===== config.mk =====
export PLATFORM = sky130hd
export DESIGN_NAME = swpm_div
export DESIGN_NICKNAME = d
export VERILOG_FILES = /design/src/sv/swpm_div.sv
export SDC_FILE = /design/constraint.sdc
export NUM_CORES = 1
export LEC_CHECK = 0
export ABC_AREA = 0
export BUFFER_PORTS_ARGS = -buffer_cell sky130_fd_sc_hd__buf_2
export CAP_MARGIN = 10
export CORE_MARGIN = 8
export CORE_UTILIZATION = 46
export CTS_CLUSTER_SIZE = 14
export DETAILED_ROUTE_END_ITERATION = 16
export GPL_TIMING_DRIVEN = 0
export PLACE_DENSITY_LB_ADDON = 0.15
export SLEW_MARGIN = 5
export SYNTH_ARGS = -nofsm -noshare
export SYNTH_HDL_FRONTEND = slang
export SYNTH_SLANG_ARGS = --single-unit

===== constraint.sdc =====
create_clock -name i_clk -period 2.13 [get_ports i_clk]
set_input_delay 0.1065 -clock i_clk [delete_from_list [all_inputs] [get_ports i_clk]]
set_output_delay 0.1065 -clock i_clk [all_outputs]
set_load 0.03 [all_outputs]

===== src/sv/swpm_div.sv =====
// ----------------------------------------------------------------------------
// swpm_div
// Bit-serial restoring divider: one quotient bit per cycle, truncating.
// ----------------------------------------------------------------------------
`default_nettype none

module swpm_div #(
    parameter int NW = 48,
    parameter int DW = 7
) (
    input  wire logic          i_clk,
    input  wire logic          i_rst_n,
    input  wire logic          i_start,
    input  wire logic [NW-1:0] i_dividend,
    input  wire logic [DW-1:0] i_divisor,
    output logic               o_busy,
    output logic [NW-1:0]      o_quotient
);

    localparam int CNT_W = $clog2(NW + 1);

    logic             r_busy;
    logic [CNT_W-1:0] r_cnt;
    logic [DW-1:0]    r_rem;
    logic [DW-1:0]    r_dvs;
    logic [NW-1:0]    r_quo;
    logic [DW:0]      shifted;
    logic [DW:0]      trial;

    // remainder stays below the divisor, so one extra bit covers the shift
    assign shifted = {r_rem, r_quo[NW-1]};
    assign trial   = shifted - {1'b0, r_dvs};

    always_ff @(posedge i_clk) begin
        if (!i_rst_n) begin
            r_busy <= 1'b0;
            r_cnt  <= '0;
        end else if (i_start) begin
            r_busy <= 1'b1;
            r_cnt  <= CNT_W'(NW);
        end else if (r_busy) begin
            r_cnt <= r_cnt - CNT_W'(1);
            if (r_cnt == CNT_W'(1)) begin
                r_busy <= 1'b0;
            end
        end
    end

    always_ff @(posedge i_clk) begin
        if (i_start) begin
            r_rem <= '0;
            r_dvs <= i_divisor;
            r_quo <= i_dividend;
        end else if (r_busy) begin
            if (!trial[DW]) begin
                r_rem <= trial[DW-1:0];
                r_quo <= {r_quo[NW-2:0], 1'b1};
            end else begin
                r_rem <= shifted[DW-1:0];
                r_quo <= {r_quo[NW-2:0], 1'b0};
            end
        end
    end

    assign o_busy     = r_busy;
    assign o_quotient = r_quo;

endmodule

`default_nettype wire


==> impl_metrics.env, run 1 <==
export IMPL_cap_violations=0
export IMPL_avgSynthCellArea_sq_um=14.0
export IMPL_syn_inst=232
export IMPL_critPathMaxStageDelay_ps=420
export IMPL_netSwitchingFraction_pct=27.9
export IMPL_drt_iter0_drc=93
export IMPL_worst_r2r_endpoint="r_rem[6]"
export IMPL_fin_crit_sh_pct=104
export IMPL_wl_per_cell_um=15.8
export IMPL_grt_ovfl_total=0
export IMPL_violations="setup timing"
export IMPL_fillers=565
export IMPL_setup_ws_ps=-95.4
export IMPL_status="finished, violations left"
export IMPL_r2r_setup_slack_ps=-100
export IMPL_cts_tree="built"
export IMPL_crit_path_frequent_cell="inv_2"
export IMPL_clkTransAtPathRegs_ps=70
export IMPL_ys_seq_elements=69
export IMPL_multiInputGateArea_sq_um=1260
export IMPL_dp_cells=435
export IMPL_antenna_found_initial=0
export IMPL_antenna_left=0
export IMPL_ir_drop_uv=539
export IMPL_grt_pass1_vias=2445
export IMPL_final_cells=461
export IMPL_synthDistinctLibCells=41
export IMPL_whs_endpoint="o_busy"
export IMPL_ys_flop_type="edfxtp_1"
export IMPL_start_kind="flip-flop"
export IMPL_ff2ff_path_depth=9
export IMPL_cts_sinks=69
export IMPL_timing_fmax_mhz=449
export IMPL_p_sw_uw=1050
export IMPL_skew_ps=13.7
export IMPL_seq_power_share_pct=44.8
export IMPL_register_area_sq_um=1930
export IMPL_pwr_density_cell_nw_per_um2=882
export IMPL_holdWs_ps=25.4
export IMPL_hold_depth=2
export IMPL_clock_power_share_pct=33.3
export IMPL_clkLatencyLatePin_ps=340
export IMPL_crit_slowest_cell="edfxtp_1"
export IMPL_max_slew_margin_rel_pct=66.3
export IMPL_combPwrFrac_pct=21.9
export IMPL_crit_type="flip-flop to flip-flop"
export IMPL_holdCritPathClass="input port to flip-flop"
export IMPL_routed_via_density=5.02
export IMPL_syn_nets=300
export IMPL_synth_seq_area_share_pct=59.4
export IMPL_final_hold_violation_count=0
export IMPL_path_delay_family="compound AO/OA/AOI/OAI gates"
export IMPL_worst_path_buf_inv=2
export IMPL_setup_violations=1
export IMPL_clockBufferDepth=2
export IMPL_cts_root_buf="clkbuf_8"
export IMPL_area_growth_syn_to_layout_pct=31.4
export IMPL_cts_buffers=9
export IMPL_h_tree_depth=3
export IMPL_rsz0062_at_grt="true"
export IMPL_firstDrtPassIters=4
export IMPL_drc=0
export IMPL_die_x_um=100
export IMPL_tightest_slew_ps=505
export IMPL_start_util_pct=47.6
export IMPL_nNetsFinal=428
export IMPL_fp_dieH_um=100
export IMPL_syn_cell_area_sq_um=3250
export IMPL_yosys_warnings=0
export IMPL_portBuffers=106
export IMPL_leakage_uw=0.00175
export IMPL_dp_final_hpwl_mm=5.43
export IMPL_cp_max_fo=2
export IMPL_maxSlewViolCount=0
export IMPL_grt_pass1_wl_mm=11.4
export IMPL_cell_internal_pwr_uw=2720
export IMPL_worstSetupEndpointType="flip-flop"
export IMPL_track_usage_pct=14.8
export IMPL_arrival_ps=2470
export IMPL_crit_chain="inv_2, ha_4, inv_2, fa_2, a211o_1, a2111oi_2, nand4b_1, nand3_1, a311oi_1"
export IMPL_row_count=30
export IMPL_antennaDiodeCount=0
export IMPL_synth_edf_count=55
export IMPL_worstReg2RegStart="o_quotient[47]"
export IMPL_dieArea_sq_um=10000
export IMPL_gp_congestion=0.791
export IMPL_period_needed_ps=2230
export IMPL_grt_max_degree=36
export IMPL_drive_gt1_share_pct=52.3
export IMPL_core_area_sq_um=6830
export IMPL_totalWireLength_mm=7.27
export IMPL_vias=2315
export IMPL_ios=107
export IMPL_cp_required_ps=2370
export IMPL_async_reset_ff_share_pct=0
export IMPL_hold_start="i_rst_n"
==> layer usage <==
layer  global-route usage (%)  wire length, um  vias up
met5                        0                0        -
met4                     7.79              118        0
met3                     6.57              562       11
met2                     23.1             3570       69
met1                     16.6             3010     1100
li1                         -                -     1135
==> cells in the final DEF, fill, tap and decap left out, drive strengths merged, types with 4 or more instances in the layout <==
master / count
edfxtp: 55
buf: 114
xnor2: 5
inv: 13
nor2: 14
a311oi: 6
dfxtp: 14
a31oi: 4
o21ai: 9
dlygate4sd3: 7
mux2: 47
nand3: 5
clkbuf: 13
ha: 9
a21oi: 4
nand2: 10
==> Yosys cell counts (3+ instances only) <==
master / count / area (sq um)
a21oi_1: 3 / 15.0
a311oi_1: 6 / 52.6
buf_2: 4 / 20.0
clkbuf_1: 4 / 15.0
dfxtp_1: 14 / 280
edfxtp_1: 55 / 1650
ha_1: 9 / 113
inv_1: 13 / 48.8
mux2_2: 47 / 529
nand2_1: 9 / 33.8
nand3_1: 5 / 25.0
nor2_1: 14 / 52.6
o21ai_1: 7 / 35.0
xnor2_1: 5 / 43.8
xor2_1: 3 / 26.3
==> cell type report <==
cell class | count | area share (%)
repair buffers | 117 | 15.0
multi-input cells | 142 | 29.4
well taps | 96 | 2.81
flip-flops and latches | 69 | 45.2
clock inverters | 7 | 2.66
inverters | 13 | 1.14
plain buffers | 8 | 0.819
clock buffers | 9 | 2.90
==> worst max path at each step <==
stage                         startpoint       endpoint  slack, ps  cells after the start
after floorplan           o_quotient[47]       r_rem[6]       -170                      9
after global placement           i_start  o_quotient[8]       -340                      3
after detailed placement  o_quotient[47]       r_rem[6]       -200                      9
after CTS                 o_quotient[47]       r_rem[6]        -90                      9
after global routing      o_quotient[47]       r_rem[6]       -200                      9
final                     o_quotient[47]       r_rem[6]       -100                      9
==> cells by family after synthesis <==
family,share of synthesized area [%]
muxes,16.3
and+or+nand+nor,5.92
adders and majority gates,4.08
DFF,59.4
buffers and inverters,2.58
AOI/OAI and AO/OA,9.62
xor gates and xnor gates,2.15
==> registers in the layout (all words and copies together) (netlist names) <==
register    count
o_quotient     48
r_dvs           7
r_rem           7
r_cnt           6
o_busy          1
==> power by group through the flow <==
stage	clock (uW)	sequential (uW)	combinational, uW
after floorplan	0	1920	360
after CTS	1290	1690	831
final	1260	1690	825
after detailed placement	0	1720	798
after global placement	0	1720	782
after global routing	1340	1710	887
==> stage by stage <==
stage	TNS [ps]	setup slack [ps]	area [sq um]	total power, uW	utilization, %
CTS	-93.5	-93.5	4280	3810	62.6
global route	-313	-202	4280	3940	62.6
floorplan	-188	-171	3260	2280	-
detailed placement	-229	-199	3930	2520	57.5
finish	-95.4	-95.4	4280	3770	62.6
global placement	-16610	-344	3910	2500	57.2
==> what timing repair did <==
action | in CTS | in global routing
setup endpoints to repair | 2 | 2
gates resized for setup | 6 | 0
pin swaps | 4 | 0
hold buffers | 7 | 0
hold endpoints to repair | 7 | 0
setup buffers | 3 | 0
Note: power is estimated with default switching activity, not from simulation.
==> run 2, diff against run 1 <==
==> constraint.sdc (replaced) <==
create_clock -name i_clk -period 2.65 [get_ports i_clk]
set_input_delay 0.1325 -clock i_clk [delete_from_list [all_inputs] [get_ports i_clk]]
set_output_delay 0.1325 -clock i_clk [all_outputs]
set_load 0.03 [all_outputs]
==> impl_metrics.env, run 2 (synthesis gave the netlist of run 1 again) <==
export IMPL_core_area_sq_um=6830
export IMPL_largest_register_ffs=48
export IMPL_nNetsFinal=425
export IMPL_m1WireLength_mm=2.86
export IMPL_portBuffers=106
export IMPL_ir_drop_uv=482
export IMPL_status="completed"
export IMPL_postLayoutCellArea_sq_um=4230
export IMPL_fin_crit_sh_pct=87.8
export IMPL_setup_violations=0
export IMPL_track_usage_pct=14.0
export IMPL_ios=107
export IMPL_postCtsHoldBufs=7
export IMPL_clock_power_share_pct=33.5
export IMPL_final_hold_violation_count=0
export IMPL_drt_iter0_drc=80
export IMPL_fillers=573
export IMPL_cp_required_ps=2890
export IMPL_skew_ps=13.9
export IMPL_cts_tree="built"
export IMPL_final_setup_tns_ps=0
export IMPL_worstReg2RegStart="o_quotient[47]"
export IMPL_area_growth_syn_to_layout_pct=30.1
export IMPL_start_util_pct=47.6
export IMPL_clkLatencyLatePin_ps=340
export IMPL_post_cts_buffers=0
export IMPL_cell_internal_pwr_uw=2170
export IMPL_grt_pass1_vias=2439
export IMPL_clockBufferDepth=2
export IMPL_cts_root_buf="clkbuf_8"
export IMPL_antennaDiodeCount=0
export IMPL_start_kind="flip-flop"
export IMPL_crit_path_start="o_quotient[47]"
export IMPL_period_needed_ps=2330
export IMPL_p_sw_uw=832
export IMPL_dp_final_hpwl_mm=5.33
export IMPL_holdWs_ps=58.9
export IMPL_drive_gt1_share_pct=51.0
export IMPL_leakage_uw=0.00173
export IMPL_ctsResizeCount=0
export IMPL_pwr_density_cell_nw_per_um2=710
export IMPL_arrival_ps=2570
export IMPL_combPwrFrac_pct=21.4
export IMPL_timing_fmax_mhz=430
export IMPL_clkTransAtPathRegs_ps=70
export IMPL_seq_power_share_pct=45.1
export IMPL_worstSetupEndpointType="flip-flop"
export IMPL_hold_start="i_rst_n"
export IMPL_layout_common_cells="110 x buf_2, 55 x edfxtp_1, 47 x mux2_2"
export IMPL_grt_max_degree=27
export IMPL_routed_via_density=4.99
export IMPL_maxSlewViolCount=0
export IMPL_final_common_cell="buf_2"
export IMPL_drc=0
export IMPL_rsz0062_at_grt="false"
export IMPL_totalWireLength_mm=6.83
export IMPL_h_tree_depth=3
export IMPL_firstDrtPassIters=4
export IMPL_antenna_left=0
export IMPL_grt_ovfl_total=0
export IMPL_dieArea_sq_um=10000
export IMPL_row_count=30
export IMPL_wl_per_cell_um=15.0
export IMPL_netSwitchingFraction_pct=27.7
export IMPL_cp_max_fo=3
export IMPL_gp_congestion=0.759
export IMPL_route_met3_wl_um=776
export IMPL_antenna_found_initial=1
export IMPL_wl_met2_mm=3.09
export IMPL_cts_buffers=9
export IMPL_holdCritPathClass="input port to flip-flop"
export IMPL_cap_violations=0
export IMPL_vias=2280
export IMPL_crit_type="flip-flop to flip-flop"
export IMPL_cts_sinks=69
export IMPL_die_x_um=100
export IMPL_fp_dieH_um=100
export IMPL_top_layer_used="met5"
export IMPL_max_slew_margin_rel_pct=61.0
export IMPL_tightest_slew_ps=582
export IMPL_postPlaceCellArea_sq_um=3930
export IMPL_grt_pass1_wl_mm=11.2
run 2: stage by stage:
step	total power [uW]	util, %	setup WS, ps	cells
global placement	2010	57.1	161	434
global route	3130	62.0	192	457
finish	3010	62.0	324	457
CTS	3030	62.0	319	457
detailed placement	2020	57.5	342	435
floorplan	1830	-	332	232
run 2: path summary, 6_finish.rpt:
kind | end | slack [ps] | cells after the start
setup / recovery | r_rem[6] | 320 | 9
hold / removal | o_busy | 60 | 2
setup reg to reg | r_rem[6] | 320 | 9
hold reg to reg | r_cnt[1] | 500 | 2
run 2: layout make-up:
cell class,count,area (sq um),share of cell area (%)
buffer,8,35.0,0.828
inverter,13,48.8,1.15
multi-input combinational,142,1240,29.3
clock buffer,9,124,2.93
sequential,69,1930,45.6
timing repair buffer,114,621,14.7
tap,96,120,2.84
clock inverter,6,113,2.66
run 2: routing by layer:
layer  up-vias  global-route usage [%]
li1       1136                       -
met1      1051                    15.9
met2        80                    21.3
met3        11                    7.13
met4         2                    6.40
met5         -                       0
run 2: worst max-delay path, cell delays in order (launching register included):
cell	delay, ps
edfxtp_1	410
inv_1	110
ha_1	180
inv_1	60
fa_1	400
a211o_1	320
a2111oi_2	290
nand4b_1	150
nand3_1	90
a311oi_1	240
run 2: power groups by stage:
stage / clock network, uW / registers, uW / logic [uW]
6_report: 1010 / 1360 / 642
5_1_grt: 1060 / 1370 / 697
4_1_cts: 1020 / 1360 / 650
3_5_place_dp: 0 / 1380 / 640
3_3_place_gp: 0 / 1380 / 627
2_1_floorplan: 0 / 1540 / 289
