===== config.mk =====
export PLATFORM = sky130hd
export DESIGN_NAME = swpm_sq_mul
export DESIGN_NICKNAME = d
export VERILOG_FILES = /design/src/sv/swpm_sq_mul.sv
export SDC_FILE = /design/constraint.sdc
export NUM_CORES = 1
export LEC_CHECK = 0
export BUFFER_PORTS_ARGS = -buffer_cell sky130_fd_sc_hd__buf_2
export CORE_MARGIN = 5
export CORE_UTILIZATION = 25
export DETAILED_ROUTE_END_ITERATION = 12
export PLACE_DENSITY = 0.46
export SLEW_MARGIN = 25
export SYNTH_ARGS = -nofsm -noshare
export SYNTH_HDL_FRONTEND = slang
export SYNTH_SLANG_ARGS = --single-unit
export TNS_END_PERCENT = 100

===== constraint.sdc =====
create_clock -name i_clk -period 2.87 [get_ports i_clk]
set_clock_uncertainty 0.15 [all_clocks]
set_input_delay 0.574 -clock i_clk [delete_from_list [all_inputs] [get_ports i_clk]]
set_output_delay 0.574 -clock i_clk [all_outputs]
set_load 0.01 [all_outputs]

===== src/sv/swpm_sq_mul.sv =====
// ----------------------------------------------------------------------------
// swpm_sq_mul
// Bit-serial squarer: one multiplier bit per cycle, shift and add.
// ----------------------------------------------------------------------------
`default_nettype none

module swpm_sq_mul #(
    parameter int W = 21
) (
    input  wire logic           i_clk,
    input  wire logic           i_rst_n,
    input  wire logic           i_start,
    input  wire logic [W-1:0]   i_operand,
    output logic                o_busy,
    output logic [2*W-1:0]      o_square
);

    localparam int CNT_W = $clog2(W + 1);

    logic             r_busy;
    logic [CNT_W-1:0] r_cnt;
    logic [2*W-1:0]   r_mcand;
    logic [W-1:0]     r_mplier;
    logic [2*W-1:0]   r_acc;

    always_ff @(posedge i_clk) begin
        if (!i_rst_n) begin
            r_busy <= 1'b0;
            r_cnt  <= '0;
        end else if (i_start) begin
            r_busy <= 1'b1;
            r_cnt  <= CNT_W'(W);
        end else if (r_busy) begin
            r_cnt <= r_cnt - CNT_W'(1);
            if (r_cnt == CNT_W'(1)) begin
                r_busy <= 1'b0;
            end
        end
    end

    always_ff @(posedge i_clk) begin
        if (i_start) begin
            r_mcand  <= {{W{1'b0}}, i_operand};
            r_mplier <= i_operand;
            r_acc    <= '0;
        end else if (r_busy) begin
            if (r_mplier[0]) begin
                r_acc <= r_acc + r_mcand;
            end
            r_mcand  <= {r_mcand[2*W-2:0], 1'b0};
            r_mplier <= {1'b0, r_mplier[W-1:1]};
        end
    end

    assign o_busy   = r_busy;
    assign o_square = r_acc;

endmodule

`default_nettype wire


==> results by group, run 1 <==
Status
  – Status: completed

Power
  – Leakage: 3.467 nW
  – Pwr per Cell Area: 465.8 nW/um^2
  – Overall power consumption: 3.850 mW
  – VDD IR max: 361.4 uV

Final layout
  – Post-synthesis to final-layout area growth: 25.09%
  – Post-route cell area: 8264 um^2
  – Share of layout cells above drive strength 1: 0.2288
  – Final Util: 0.3171
  – Most common cell after layout, fill and taps aside: nand2_1
  – Antenna Cells: 0
  – Fin cells: 1218
  – Filler Cells Inserted: 2808
  – # nets final: 946
  – Commonest cells after routing, fill and taps aside: 107 x nand2_1, 67 x dfxtp_1, 65 x buf_2

Detailed routing
  – Drt wl/cell: 15.21 um
  – Final ANT Viol Nets: 0
  – Drt pass-1 iters: 5
  – Vias per cell: 4.690
  – First DRT Iteration DRCs: 282
  – Drt total wl: 18530 um
  – Residual DRC: 0
  – Vias: 5713

Yosys
  – Register bit total from synthesis: 111
  – Synth top area share: 0.2091
  – Post-Syn Area: 6606 um^2
  – Top FF cell, synth: dfxtp_1
  – Dominant cell type by area after synthesis: dfxtp_1
  – Yosys warns: 0
  – Asr flop ratio synth: 0
  – Gate Count Post-Synth: 772
  – Seq/Total Area, Yosys: 0.4000
  – Syn nets: 840
  – Post-synth EDFFs: 42
  – Syn_area_per_cell: 8.557 um^2
  – Top post-synthesis cells by area: dfxtp_1 21%, edfxtp_1 19%, ha_1 8.1%
  – Synth cell types: 66

Die
  – # IOs: 67
  – Die width: 172.6 um
  – Full die area: 29780 um^2
  – Initial core utilization: 0.2535
  – Die height: 172.6 um
  – Core area: 26060 um^2
  – Cell Rows: 59

Global route
  – Largest net degree at the start of global routing: 122
  – Initial antenna violation count: 0
  – Vias in the first global route: 5826
  – Global-route wire length before repair: 30750 um
  – Global route total overflow: 0
  – Total track usage: 0.1241

Worst setup path
  – Crit-path slowest cell: edfxtp_1
  – Crit path buf inv count: 2
  – Crit-path max cell delay: 400 ps
  – CP max FO: 2
  – Critical Path Start Type: flip-flop
  – Critical path's top delay family: compound AO/OA/AOI/OAI gates
  – Critical path, cell by cell: ha_2 -> inv_2 -> fa_2 -> nor2b_4 -> o311a_4 -> buf_6 -> o2111ai_4 -> a31oi_4 -> nand4_1 -> a21oi_2 -> or3_1 -> a32o_1
  – WS Path Type: flip-flop to flip-flop
  – Crit path DAT: 2960 ps
  – Setup crit end kind: flip-flop
  – Required @ worst endpoint: 2980 ps

Place
  – DP HPWL: 13910 um
  – IO Port Bufs: 66
  – Final GP Congestion: 0.8468
  – Placed insts: 1198
  – Pre-CTS setup slack: -105.1 ps
  – Placed Area: 7699 um^2

Clocking
  – Clock transition at the registers of the reported paths: 80 ps
  – Latest clock arrival within the worst-skew pair: 360 ps
  – Clock Root Buffer: clkbuf_16
  – CTS tree: built
  – CTS Buffer Depth: 2
  – Hold_buf cts: 0
  – Total CTS buffers: 9
  – H-Tree Depth: 3
  – CTS sink count: 111

Timing
  – Least-Margin Pin Slew: 561.6 ps
  – RSZ-0062 raised after global routing: true
  – Crit share post-route: 0.9941
  – Final worst path period need: 2853 ps
  – Final setup fails: 0
  – Final WS setup: 16.89 ps
  – Slew headroom: 0.6256
  – Hold Worst Slack: 319.4 ps
  – Pins Over Slew Limit: 0
  – Setup TNS: 0 ps
  – Final hold viol count: 0
  – Max Clk Rate: 350.5 MHz

Job
  – Max_cap viols: 0

Hold path
  – Hold Path Class: flip-flop to flip-flop
## sequential cells by signal, summed over array words and instances (netlist names)
register / flops
o_busy: 1
o_square: 42
r_cnt: 5
r_mcand: 42
r_mplier: 21
## synth_stat cells, types with 3 or more instances
library cell / number
a211oi_1: 9
a21boi_0: 5
a21o_1: 15
a21oi_1: 74
a31oi_1: 8
and2_1: 5
and3_1: 5
buf_1: 7
buf_2: 6
clkbuf_1: 24
dfxtp_1: 69
edfxtp_1: 42
ha_1: 43
inv_1: 52
mux2i_1: 24
nand2_1: 107
nand3_1: 15
nand3b_1: 5
nand4_1: 12
nor2_1: 60
nor2b_1: 5
nor3_1: 13
nor4b_1: 4
o211ai_1: 5
o21a_1: 3
o21ai_0: 64
o21bai_1: 8
o31ai_1: 5
or2_2: 4
or3_1: 3
xnor2_1: 19
xor2_1: 10
## worst min-delay path, cell delays in order, from the launching register on
cell and delay, ps:
dfxtp_2 330, nand2_1 50, a21oi_1 50
## path summary, 6_finish.rpt
kind / slack (ps) / start / to / cells after the start
max: 20 / r_mcand[0] / o_square[40] / 12
min reg2reg: 320 / o_square[28] / o_square[28] / 2
min: 320 / o_square[28] / o_square[28] / 2
max reg2reg: 20 / r_mcand[0] / o_square[40] / 12
## power by group
group	internal [mW]	leakage, nW	switching [mW]
registers	1.74	0.992	0.0595
clock network	0.690	0.140	0.648
logic	0.314	2.33	0.396
## final cells by class
type                    instances  area, um^2  share of cell area
flip-flops and latches        111        2645              0.3201
clock buffers                   9       225.2             0.02725
multi-input cells             570        3826              0.4630
repair buffers                133       868.3              0.1051
inverters                      53       198.9             0.02407
clock inverters                 7       81.33            0.009841
well taps                     335       419.2             0.05072
## routing by layer
layer | up-vias | global-route usage | routed length (um)
met5 | - | 0 | 0
li1 | 2957 | - | -
met2 | 65 | 0.1989 | 8696
met1 | 2684 | 0.1706 | 9188
met3 | 7 | 0.02664 | 534
met4 | 0 | 0.03169 | 111
## kinds of logic after synthesis
group / share of synthesized area
AND/OR/NAND/NOR: 0.1752
multiplexers: 0.03807
AO/OA/AOI/OAI: 0.2099
adder cells (fa/ha/maj): 0.08447
flip-flops: 0.4000
XOR/XNOR: 0.03845
buffers and inverters: 0.05398
## timing repair
item	in CTS	in global routing
setup buffers	0	4
endpoints found under the hold margin	0	0
setup endpoints to repair	5	14
gates resized for setup	5	45
pin swaps	5	24
Note: power is estimated with default switching activity, not from simulation.
==> inputs of run 2 (changes only) <==
--- a/config.mk
+++ b/config.mk
@@ -8,8 +8,8 @@
 export BUFFER_PORTS_ARGS = -buffer_cell sky130_fd_sc_hd__buf_2
 export CORE_MARGIN = 5
 export CORE_UTILIZATION = 25
+export CTS_CLUSTER_SIZE = 8
 export DETAILED_ROUTE_END_ITERATION = 12
-export PLACE_DENSITY = 0.46
 export SLEW_MARGIN = 25
 export SYNTH_ARGS = -nofsm -noshare
 export SYNTH_HDL_FRONTEND = slang
==> run 2 against run 1 <==
  * Flip-flop and latch count is the same
  * Hold slack gained 4.5 ps
  * Via count grew 1.7%
  * Count of clock-buffer cells in the layout is the same
  * Global-route usage shrank 0.51 points
  * Fmax shrank 0.38%
  * Critical path type unchanged
  * Highest routed layer unchanged
==> results by group, run 2 (same netlist as run 1, synthesis figures left out) <==
Status
  – Status: completed

Clocking
  – Clock Root Buffer: clkbuf_16
  – Latest clock arrival within the worst-skew pair: 360 ps
  – H-Tree Depth: 3
  – CTS tree: built
  – CTS Buffer Depth: 2
  – Total CTS buffers: 9
  – Clock transition at the registers of the reported paths: 80 ps
  – CTS sink count: 111

Global route
  – Global-route wire length before repair: 29550 um
  – Largest net degree at the start of global routing: 48
  – Total track usage: 0.1190
  – Initial antenna violation count: 0
  – Global route total overflow: 0
  – Vias in the first global route: 5654

Detailed routing
  – Vias: 5812
  – Drt total wl: 18170 um
  – Residual DRC: 0
  – Final ANT Viol Nets: 0
  – Drt wl/cell: 15.07 um
  – Vias per cell: 4.819
  – Drt pass-1 iters: 5
  – First DRT Iteration DRCs: 419

Worst setup path
  – CP max FO: 4
  – Crit-path slowest cell: o41ai_4
  – Crit path buf inv count: 0
  – Critical path's top delay family: compound AO/OA/AOI/OAI gates
  – Worst Reg-to-Reg Cells: 9
  – Critical path, cell by cell: ha_4 -> a21o_1 -> o2bb2ai_2 -> o41ai_4 -> a21oi_2 -> or3b_1 -> o221ai_2 -> mux2i_1 -> mux2_1
  – Worst reg2reg path startpoint: r_mcand[28]
  – Reg2reg end: o_square[41]
  – Critical Path Start Type: flip-flop
  – WS Path Type: flip-flop to flip-flop
  – Setup crit end kind: flip-flop
  – Required @ worst endpoint: 2970 ps
  – FF-to-FF setup slack: 6 ps
  – Crit path DAT: 2970 ps
  – Crit-path max cell delay: 410 ps

Final layout
  – Most common cell after layout, fill and taps aside: nand2_1
  – Reg area: 2649 um^2
  – Share of layout cells above drive strength 1: 0.2135
  – Antenna Cells: 0
  – Post-synthesis to final-layout area growth: 22.05%
  – Final Util: 0.3094
  – # nets final: 934
  – Multi-input gate area: 3754 um^2
  – Post-route cell area: 8063 um^2
  – Filler Cells Inserted: 2749
  – Commonest cells after routing, fill and taps aside: 107 x nand2_1, 68 x a21oi_1, 66 x dfxtp_1

Die
  – Full die area: 29780 um^2
  – Die width: 172.6 um
  – Die height: 172.6 um
  – Core area: 26060 um^2
  – # IOs: 67
  – Cell Rows: 59
  – Initial core utilization: 0.2535

Timing
  – Final worst path period need: 2864 ps
  – Final setup fails: 0
  – Pins Over Slew Limit: 0
  – Least-Margin Pin Slew: 680.4 ps
  – Max Clk Rate: 349.1 MHz
  – Crit share post-route: 0.9979
  – Hold Worst Slack: 323.9 ps
  – Final hold viol count: 0
  – Slew headroom: 0.5453
  – RSZ-0062 raised after global routing: true

Power
  – Pwr per Cell Area: 457.5 nW/um^2
  – Leakage: 3.399 nW
  – VDD IR max: 300.1 uV

Hold path
  – Min-Delay Endpoint: o_square[0]
  – Worst Hold Depth: 2
  – HP Start: o_square[0]
  – Hold Path Class: flip-flop to flip-flop

Place
  – Final GP Congestion: 0.8829
  – DP HPWL: 13660 um
  – Placed Area: 7589 um^2
  – IO Port Bufs: 66

Job
  – Max_cap viols: 0
-- run 2: cell count changes in the layout (fill, tap and decap cells not counted), moves of 2 or more --
cell | before | now
buf_4 | 64 | 54
o2111ai_2 | 0 | 2
ha_4 | 5 | 3
ha_2 | 2 | 5
a21oi_2 | 13 | 8
inv_6 | 1 | 4
clkinvlp_4 | 3 | 1
nor3_1 | 13 | 11
a21oi_1 | 62 | 68
-- run 2: worst max path at each step --
| stage | start | end | slack (ps) | cells past startpoint |
|---|---|---|---|---|
| 4_1_cts | r_mcand[6] | o_square[40] | 0.5 | 10 |
| 3_3_place_gp | r_mcand[3] | o_square[41] | 20 | 9 |
| 2_1_floorplan | o_square[0] | o_square[38] | 150 | 11 |
| 5_1_grt | r_mcand[2] | o_square[40] | -90 | 9 |
| 3_5_place_dp | r_mcand[1] | o_square[33] | -150 | 10 |
| 6_report | r_mcand[28] | o_square[41] | 6 | 9 |
-- run 2: tightest hold or removal path, delay by kind of cell, from the launching register on --
| kind | cells | cell delay (ps) |
|---|---|---|
| AOI/OAI and AO/OA | 1 | 60 |
| DFF | 1 | 330 |
| and+or+nand+nor | 1 | 50 |
-- run 2: where the power goes --
part           switching (mW)  internal (mW)  total (mW)
Combinational           0.385          0.279       0.664
Sequential             0.0593           1.74        1.80
Clock                   0.621          0.601        1.22
Total                    1.07           2.62        3.69
-- run 2: stage by stage --
stage / setup slack [ps] / total power [mW] / setup TNS (ps) / std cells
2_1_floorplan: 147.4 / 2.236 / 0 / 772
3_3_place_gp: 18.17 / 2.466 / 0 / 1185
3_5_place_dp: -149.3 / 2.474 / -150.0 / 1185
4_1_cts: 0.4980 / 3.719 / 0 / 1201
5_1_grt: -89.76 / 3.893 / -311.7 / 1206
6_report: 5.891 / 3.689 / 0 / 1206
-- run 2: what timing repair did --
item                                    4_1_cts  5_1_grt
hold buffers                                  0        0
setup buffers                                 0        5
endpoints found under the setup margin        2       18
hold endpoints to repair                      0        0
pin swaps                                     1       23
resized for setup                             2       41
-- run 2: cell type report --
| type | instances | share of cell area |
|---|---|---|
| Inverter | 53 | 0.02467 |
| Timing Repair Buffer | 121 | 0.09451 |
| Sequential cell | 111 | 0.3285 |
| Clock buffer | 9 | 0.02793 |
| Multi-Input combinational cell | 570 | 0.4655 |
| Clock inverter | 7 | 0.006828 |
| Tap cell | 335 | 0.05199 |
-- run 2: layer usage --
| metal | routed length [um] | vias to the layer above | track usage |
|---|---|---|---|
| met3 | 860 | 19 | 0.03144 |
| met1 | 8773 | 2734 | 0.1640 |
| met4 | 273 | 0 | 0.02674 |
| met5 | 0 | - | 0 |
| met2 | 8264 | 122 | 0.1877 |
| li1 | - | 2937 | - |
